`config.mk`:
```
export PLATFORM = sky130hd
export DESIGN_NAME = arq_send_window_core
export DESIGN_NICKNAME = d
export VERILOG_FILES = /design/src/design/arq_sw_pkg.sv /design/src/design/arq_sw_ram.sv /design/src/design/arq_sw_scan.sv /design/src/design/arq_send_window_core.sv
export SDC_FILE = /design/constraint.sdc
export NUM_CORES = 1
export LEC_CHECK = 0
export BUFFER_PORTS_ARGS = -buffer_cell sky130_fd_sc_hd__buf_2
export CORE_ASPECT_RATIO = 0.6
export CORE_MARGIN = 5
export CORE_UTILIZATION = 52
export CTS_CLUSTER_DIAMETER = 120
export DETAILED_ROUTE_END_ITERATION = 12
export PLACE_DENSITY_LB_ADDON = 0.3
export SLEW_MARGIN = 40
export SYNTH_ARGS = -nofsm -noshare
export SYNTH_HDL_FRONTEND = slang
export SYNTH_SLANG_ARGS = --single-unit
```
`constraint.sdc`:
```
create_clock -name clk -period 16.6 [get_ports clk]
set_clock_uncertainty 0.05 [all_clocks]
set_input_delay 2.49 -clock clk [delete_from_list [all_inputs] [get_ports clk]]
set_output_delay 2.49 -clock clk [all_outputs]
set_load 0.005 [all_outputs]
```
`src/design/arq_sw_pkg.sv`:
```
// arq_sw_pkg: shared types and constants of the arq send window
// request/result payloads, slot record, scan accumulator, command and status codes
// no dependencies
package arq_sw_pkg;

  localparam int unsigned SLOTS_DEF = 4;
  localparam logic [15:0] RETRY_RESET = 16'd2;
  localparam logic [31:0] HALF_RANGE = 32'h8000_0000;

  typedef enum logic [1:0] {
    CMD_ENQUEUE  = 2'd0,
    CMD_ACK      = 2'd1,
    CMD_SEND     = 2'd2,
    CMD_RENUMBER = 2'd3
  } cmd_t;

  typedef enum logic [1:0] {
    ST_FREE   = 2'd0,
    ST_ACKED  = 2'd1,
    ST_ACTIVE = 2'd2
  } status_t;

  typedef enum logic [1:0] {
    S_IDLE,
    S_SCAN,
    S_FINISH,
    S_OUT
  } state_t;

  typedef struct packed {
    cmd_t               cmd;
    logic [31:0]        now;
    logic [4:0]         msg_kind;
    logic [31:0]        acked_seq;
    logic signed [31:0] seq_shift;
  } req_t;

  typedef struct packed {
    logic        ok;
    logic [1:0]  slot;
    logic [31:0] seq;
    logic [4:0]  kind_out;
    logic        window_empty;
  } rsp_t;

  typedef struct packed {
    logic [31:0] seq;
    logic [31:0] due;
    logic [15:0] retry;
    logic [4:0]  kind;
  } rec_t;

  typedef struct packed {
    logic        found;
    logic        full;
    logic [31:0] best_age;
    logic [31:0] best_seq;
    logic [15:0] best_wait;
    logic [4:0]  best_kind;
  } scan_acc_t;

endpackage

```
`src/design/arq_sw_ram.sv`:
```
// arq_sw_ram: generic single-write, single-read ram with registered read data
// holds the per-slot records; no package dependency
module arq_sw_ram #(
  parameter int unsigned WIDTH = 8,
  parameter int unsigned DEPTH = 4
) (
  input  logic                     clk,
  input  logic                     we,
  input  logic [$clog2(DEPTH)-1:0] waddr,
  input  logic [WIDTH-1:0]         wdata,
  input  logic [$clog2(DEPTH)-1:0] raddr,
  output logic [WIDTH-1:0]         rdata
);

  logic [WIDTH-1:0] mem [DEPTH];

  always_ff @(posedge clk) begin
    if (we) begin
      mem[waddr] <= wdata;
    end
    rdata <= mem[raddr];
  end

endmodule

```
`src/design/arq_sw_scan.sv`:
```
// arq_sw_scan: shared compare unit, folds one slot record into the scan accumulator
// depends on arq_sw_pkg
module arq_sw_scan #(
  parameter int unsigned SLOTS = arq_sw_pkg::SLOTS_DEF
) (
  input  arq_sw_pkg::req_t                 req,
  input  logic [31:0]                      next_seq,
  input  arq_sw_pkg::status_t              status,
  input  arq_sw_pkg::rec_t                 rec,
  input  logic [$clog2(SLOTS)-1:0]         idx,
  input  arq_sw_pkg::scan_acc_t            acc_in,
  input  logic [$clog2(SLOTS)-1:0]         pick_in,
  output arq_sw_pkg::scan_acc_t            acc_out,
  output logic [$clog2(SLOTS)-1:0]         pick_out,
  output logic                             wr_en,
  output arq_sw_pkg::rec_t                 wr_rec
);
  import arq_sw_pkg::*;

  logic [31:0] age;
  logic [31:0] seq_diff;

  assign age = next_seq - rec.seq;
  assign seq_diff = rec.seq - acc_in.best_seq;

  always_comb begin
    acc_out  = acc_in;
    pick_out = pick_in;
    wr_en    = 1'b0;
    wr_rec   = rec;
    case (req.cmd)
      CMD_ENQUEUE: begin
        if (status == ST_ACTIVE) begin
          if (age == 32'(SLOTS)) begin
            acc_out.full = 1'b1;
          end
        end else if (status == ST_ACKED) begin
          // freshest acked slot, last one wins a tie
          if (age <= acc_in.best_age) begin
            pick_out         = idx;
            acc_out.found    = 1'b1;
            acc_out.best_age = age;
          end
        end else if (status == ST_FREE && !acc_in.found) begin
          pick_out      = idx;
          acc_out.found = 1'b1;
        end
      end
      CMD_ACK: begin
        if (!acc_in.found && status == ST_ACTIVE && rec.seq == req.acked_seq) begin
          pick_out         = idx;
          acc_out.found    = 1'b1;
          acc_out.best_seq = rec.seq;
        end
      end
      CMD_SEND: begin
        // oldest due slot, sequence compare modulo 2^32
        if (status == ST_ACTIVE && req.now >= rec.due &&
            (!acc_in.found || seq_diff >= HALF_RANGE)) begin
          pick_out          = idx;
          acc_out.found     = 1'b1;
          acc_out.best_seq  = rec.seq;
          acc_out.best_wait = rec.retry;
          acc_out.best_kind = rec.kind;
        end
      end
      CMD_RENUMBER: begin
        if (status == ST_ACTIVE) begin
          wr_en      = 1'b1;
          wr_rec.seq = rec.seq + $unsigned(req.seq_shift);
          wr_rec.due = req.now;
        end
      end
      default: begin
        wr_en = 1'b0;
      end
    endcase
  end

endmodule

```
`src/design/arq_send_window_core.sv`:
```
// arq_send_window_core: retransmit window of a reliable layer, one slot scanned per cycle
// one request at a time: a new request is taken only once the result has been taken, as the
//   scan steps slot by slot through the record ram read port and the shared compare unit
// reset (rst, synchronous): all slots free, next_seq 0, retry_interval 2, no result pending
// depends on arq_sw_pkg, arq_sw_ram, arq_sw_scan
module arq_send_window_core #(
  parameter int unsigned SLOTS = arq_sw_pkg::SLOTS_DEF
) (
  input  logic              clk,
  input  logic              rst,
  input  logic              req_valid,
  output logic              req_stall,
  input  arq_sw_pkg::req_t  req,
  output logic              rsp_valid,
  input  logic              rsp_stall,
  output arq_sw_pkg::rsp_t  rsp,
  input  logic              cfg_we,
  input  logic [15:0]       cfg_wdata
);
  import arq_sw_pkg::*;

  localparam int unsigned IDXW = $clog2(SLOTS);
  localparam int unsigned CNTW = $clog2(SLOTS + 1);
  localparam int unsigned RECW = $bits(rec_t);

  state_t          state;
  state_t          state_next;
  logic [CNTW-1:0] cnt;
  req_t            req_q;
  scan_acc_t       acc;
  scan_acc_t       acc_next;
  logic [IDXW-1:0] pick;
  logic [IDXW-1:0] pick_next;
  logic [31:0]     next_seq;
  logic [31:0]     next_seq_next;
  logic [15:0]     retry_interval;
  status_t         status      [SLOTS];
  status_t         status_next [SLOTS];
  rsp_t            rsp_next;

  logic            accept;
  logic            evaluating;
  logic [CNTW-1:0] cnt_dec;
  logic [IDXW-1:0] eidx;
  logic [IDXW-1:0] raddr;
  logic [RECW-1:0] rdata;
  rec_t            rec;
  logic            we;
  logic [IDXW-1:0] waddr;
  rec_t            wrec;
  logic            scan_we;
  rec_t            scan_wrec;
  logic            any_active;

  assign accept     = req_valid && !req_stall;
  assign evaluating = (state == S_SCAN) && (cnt != '0);
  assign cnt_dec    = cnt - CNTW'(1);
  assign eidx       = cnt_dec[IDXW-1:0];
  assign raddr      = (cnt < CNTW'(SLOTS)) ? cnt[IDXW-1:0] : '0;
  assign rec        = rec_t'(rdata);

  arq_sw_ram #(
    .WIDTH(RECW),
    .DEPTH(SLOTS)
  ) u_ram (
    .clk  (clk),
    .we   (we),
    .waddr(waddr),
    .wdata(RECW'(wrec)),
    .raddr(raddr),
    .rdata(rdata)
  );

  arq_sw_scan #(
    .SLOTS(SLOTS)
  ) u_scan (
    .req     (req_q),
    .next_seq(next_seq),
    .status  (status[eidx]),
    .rec     (rec),
    .idx     (eidx),
    .acc_in  (acc),
    .pick_in (pick),
    .acc_out (acc_next),
    .pick_out(pick_next),
    .wr_en   (scan_we),
    .wr_rec  (scan_wrec)
  );

  // next state
  always_comb begin
    state_next = state;
    case (state)
      S_IDLE: begin
        if (req_valid) state_next = S_SCAN;
      end
      S_SCAN: begin
        if (cnt == CNTW'(SLOTS)) state_next = S_FINISH;
      end
      S_FINISH: begin
        state_next = S_OUT;
      end
      S_OUT: begin
        if (!rsp_stall) state_next = S_IDLE;
      end
      default: begin
        state_next = S_IDLE;
      end
    endcase
  end

  // handshake outputs
  always_comb begin
    req_stall = (state != S_IDLE);
    rsp_valid = (state == S_OUT);
  end

  // write-back of renumbered slots during the scan, final update of the chosen slot and the result
  always_comb begin
    for (int i = 0; i < SLOTS; i++) begin
      status_next[i] = status[i];
    end
    next_seq_next = next_seq;
    we            = 1'b0;
    waddr         = eidx;
    wrec          = scan_wrec;
    rsp_next      = '0;
    if (evaluating && scan_we) begin
      we = 1'b1;
    end
    if (state == S_FINISH) begin
      case (req_q.cmd)
        CMD_ENQUEUE: begin
          if (!acc.full && acc.found) begin
            we                = 1'b1;
            waddr             = pick;
            wrec.seq          = next_seq;
            wrec.due          = '0;
            wrec.retry        = retry_interval;
            wrec.kind         = req_q.msg_kind;
            status_next[pick] = ST_ACTIVE;
            next_seq_next     = next_seq + 32'd1;
            rsp_next.ok       = 1'b1;
            rsp_next.slot     = 2'(pick);
            rsp_next.seq      = next_seq;
          end
        end
        CMD_ACK: begin
          if (acc.found) begin
            status_next[pick] = ST_ACKED;
            rsp_next.ok       = 1'b1;
            rsp_next.slot     = 2'(pick);
            rsp_next.seq      = acc.best_seq;
          end
        end
        CMD_SEND: begin
          if (acc.found) begin
            we                = 1'b1;
            waddr             = pick;
            wrec.seq          = acc.best_seq;
            wrec.due          = req_q.now + 32'(acc.best_wait);
            wrec.retry        = acc.best_wait;
            wrec.kind         = acc.best_kind;
            rsp_next.ok       = 1'b1;
            rsp_next.slot     = 2'(pick);
            rsp_next.seq      = acc.best_seq;
            rsp_next.kind_out = acc.best_kind;
          end
        end
        CMD_RENUMBER: begin
          next_seq_next = next_seq + $unsigned(req_q.seq_shift);
          rsp_next.ok   = 1'b1;
          rsp_next.seq  = next_seq_next;
        end
        default: begin
          rsp_next = '0;
        end
      endcase
    end
    any_active = 1'b0;
    for (int i = 0; i < SLOTS; i++) begin
      any_active = any_active | (status_next[i] == ST_ACTIVE);
    end
    rsp_next.window_empty = !any_active;
  end

  always_ff @(posedge clk) begin
    if (rst) begin
      state          <= S_IDLE;
      cnt            <= '0;
      next_seq       <= '0;
      retry_interval <= RETRY_RESET;
      for (int i = 0; i < SLOTS; i++) begin
        status[i] <= ST_FREE;
      end
    end else begin
      state    <= state_next;
      next_seq <= next_seq_next;
      for (int i = 0; i < SLOTS; i++) begin
        status[i] <= status_next[i];
      end
      if (cfg_we) begin
        retry_interval <= cfg_wdata;
      end
      if (accept) begin
        cnt <= '0;
      end else if (state == S_SCAN) begin
        cnt <= cnt + CNTW'(1);
      end
    end
  end

  // payload registers
  always_ff @(posedge clk) begin
    if (accept) begin
      req_q <= req;
      pick  <= '0;
      acc   <= '{best_age: 32'(SLOTS), default: '0};
    end else if (evaluating) begin
      acc  <= acc_next;
      pick <= pick_next;
    end
    if (state == S_FINISH) begin
      rsp <= rsp_next;
    end
  end

endmodule

```
==> impl_metrics.json <==
{
  "core_area_mm2": 0.0699,
  "timing.rr.start": "next_seq[0]",
  "ios": 167,
  "hold_viol_final": 0,
  "clock_latency_ns": 0.63,
  "grt_setup_unrepaired": "no",
  "min_from": "acc[61]",
  "crit_path_end_kind": "flop",
  "final_cell_mix": "edfxtp_1 (484), nand2_1 (339), nor2_1 (244), dfxtp_1 (234), ha_1 (211)",
  "yosys-top-cells-area": "edfxtp_1 (40%), dfxtp_1 (13%), ha_1 (7.2%), nand2_1 (3.5%), mux2i_1 (3.4%)",
  "io_buffers": 166,
  "die-area_mm2": 0.0761,
  "synth_edf_count": 484,
  "p_per_area_mw_per_mm2": 147,
  "cts_made_buffers": 69,
  "max-vdd-ir-drop_v": 0.0000799,
  "route.vias.total": 28300,
  "start_util": 0.525,
  "drc": 0,
  "cap_violations": 0,
  "postCtsSetupRepairBufs": 0,
  "fmax_mhz": 168,
  "clk_pin_slew_worst_paths_ns": 0.07,
  "place_congestion": 0.968,
  "crit_arrival_ns": 6.40,
  "syn_area_per_cell_um2": 10.6,
  "crit_fanout": 34,
  "grt.overflow.total": 0,
  "synth-compound-area-share": 0.168,
  "synth_warnings": 0,
  "nNetsFinal": 3892,
  "synth-simple-area-share": 0.129,
  "startpoint": "next_seq[0]",
  "ys_seq_elements": 719,
  "clockBufferDepth": 3,
  "layout-drive-gt1-share": 0.104,
  "r2r_cells": 20,
  "postCtsHoldBufs": 0,
  "p_leak_nw": 15.5,
  "finalSetupTns_ns": 0,
  "drtPass1Iterations": 6,
  "drv_slew": 0,
  "synth_top_area_frac": 0.396,
  "finalSetupViolations": 0,
  "syn2layout_area_growth_pct": 11.6,
  "mostFrequentLayoutCell": "edfxtp_1",
  "antenna_found_initial": 3,
  "fill_cells": 5701,
  "synth_top_family_by_area": "compound AO/OA/AOI/OAI gates",
  "min_path_cells": 2,
  "diodes": 0,
  "design_area_mm2": 0.0410,
  "wl_per_cell_um": 23.9,
  "tightest_slew_ns": 0.910,
  "grt_max_degree": 124,
  "ys_seq_area_frac": 0.524,
  "row_count": 75,
  "multi_input_area_mm2": 0.0161,
  "met3_usage": 0.0651,
  "met1_usage": 0.437,
  "crit_required_ns": 17.03,
  "dpl_cell_area_mm2": 0.0384,
  "muxShareOfSynthArea": 0.0359,
  "top_usage_layer": "met1",
  "fin_crit_ns": 5.97,
  "grt.total_usage": 0.279,
  "max_stage_delay_ns": 0.62,
  "synthAdderAreaFrac": 0.0745,
  "root_buffer": "clkbuf_16",
  "synth-main-ff-cell": "edfxtp_1",
  "period_share": 0.360,
  "grt_pass1_wl_um": 164000,
  "slew_headroom": 0.387,
  "dp_hpwl_um": 73100,
  "cp_slowest_cell": "o21ai_0",
  "h-tree-depth": 3,
  "synth-xor-area-share": 0.0282,
  "cts_tree": "yes",
  "syn-instance-count": 3446,
  "async_flop_share": 0,
  "register_area_mm2": 0.0192,
  "grt_use_met2": 0.387,
  "drt_wl_total_um": 108000,
  "synthDistinctLibCells": 98,
  "via_per_inst": 6.25,
  "drtIter0Drc": 3476,
  "cts_sinks": 719,
  "drtAntennaViolNets": 0,
  "die_w_um": 353,
  "status": "finished clean",
  "synth_nets": 3786,
  "syn_area_mm2": 0.0367,
  "hp-class": "reg -> reg",
  "yosys.area.top_type": "edfxtp_1",
  "die_y_um": 216,
  "post_cts_resized": 0,
  "path_cells": "inv_1 > ha_1 > inv_1 > fa_1 > a21oi_1 > o221ai_1 > and3_1 > o21ai_0 > a21o_1 > a21oi_1 > a311oi_1 > ha_1 > nand4_1 > nor4_1 > a221o_1 > o31a_1 > nor4b_4 > buf_4 > mux2i_1 > nor2_1",
  "start_kind": "flop",
  "grt_pass1_vias": 26300,
  "timing_worst_setup_path_type": "reg -> reg"
}
-- worst max-delay path, delay by kind of cell (launching register included) --
kind	cells	cell delay [ns]
multiplexers	1	0.28
AND/OR/NAND/NOR	5	0.80
flip-flops	1	0.39
AO/OA/AOI/OAI	8	2.66
buffers and inverters	3	0.71
adder cells (fa/ha/maj)	3	0.92
-- kinds of logic (layout without fill, tap and decap cells) --
logic type / Yosys count / count (layout)
adder cells (fa/ha/maj): 216 / 216
buffers and inverters: 369 / 531
AND/OR/NAND/NOR: 997 / 997
AO/OA/AOI/OAI: 898 / 898
XOR/XNOR: 118 / 118
flip-flops: 719 / 719
multiplexers: 129 / 129
-- report_power, final --
| group | total (mW) | switching (mW) | internal [mW] |
|---|---|---|---|
| logic | 1.89 | 1.22 | 0.666 |
| registers | 2.42 | 0.211 | 2.21 |
| clock network | 1.71 | 0.706 | 1.01 |
-- flip-flops by register name (all words and copies together), names as in the netlist --
register and cells:
pick 2, status 8, retry_interval 16, cnt 3
state 2, u_ram.rdata 85, next_seq 32, rsp 41
req_q 103, acc 87, u_ram.mem 340
-- per-stage QoR --
| stage | total power, mW | std cells | utilization | hold WS (ns) | setup WS [ns] |
|---|---|---|---|---|---|
| finish | 6.03 | 4532 | 0.586 | 0.443 | 10.63 |
| global route | 6.31 | 4532 | 0.586 | 0.477 | 10.41 |
| CTS | 5.99 | 4530 | 0.585 | 0.446 | 10.89 |
| detailed placement | 4.27 | 4403 | 0.550 | 0.430 | 10.92 |
| global placement | 4.25 | 4400 | 0.549 | 0.421 | 11.05 |
| floorplan | 3.63 | 3446 | - | 0.396 | 9.75 |
-- final timing paths --
kind              slack, ns       to
setup reg to reg      10.63  acc[81]
hold reg to reg        0.44  acc[61]
hold / removal         0.44  acc[61]
setup / recovery      10.63  acc[81]
-- per-layer routing --
layer / part of all wire / up-vias
met4: 0.024 / 2
met5: 0.00012 / -
met1: 0.46 / 13600
met3: 0.11 / 193
li1: - / 13000
met2: 0.40 / 1505
-- cells in the mapped netlist, types with 30 or more instances --
cell type  count
nor3_1        65
nand3_1       56
ha_1         212
a31oi_1      103
xnor2_1       76
clkbuf_1     138
a21oi_1      155
a22oi_1       54
mux2i_1      125
inv_1        192
xor2_1        42
a21o_1        68
edfxtp_1     484
nand4_1       36
nor2_1       252
and2_1        98
and3_1        30
o21a_1        35
nand2_1      339
dfxtp_1      235
a211oi_1     119
o22ai_1       31
o21ai_0      136
-- area by class of cell --
cell class,instances,share of cell area
flip-flops and latches,719,0.470
multi-input cells,2358,0.394
clock buffers,92,0.0478
repair buffers,210,0.0302
well taps,924,0.0282
inverters,194,0.0181
clock inverters,35,0.0120
Note: power is estimated with default switching activity, not from simulation.
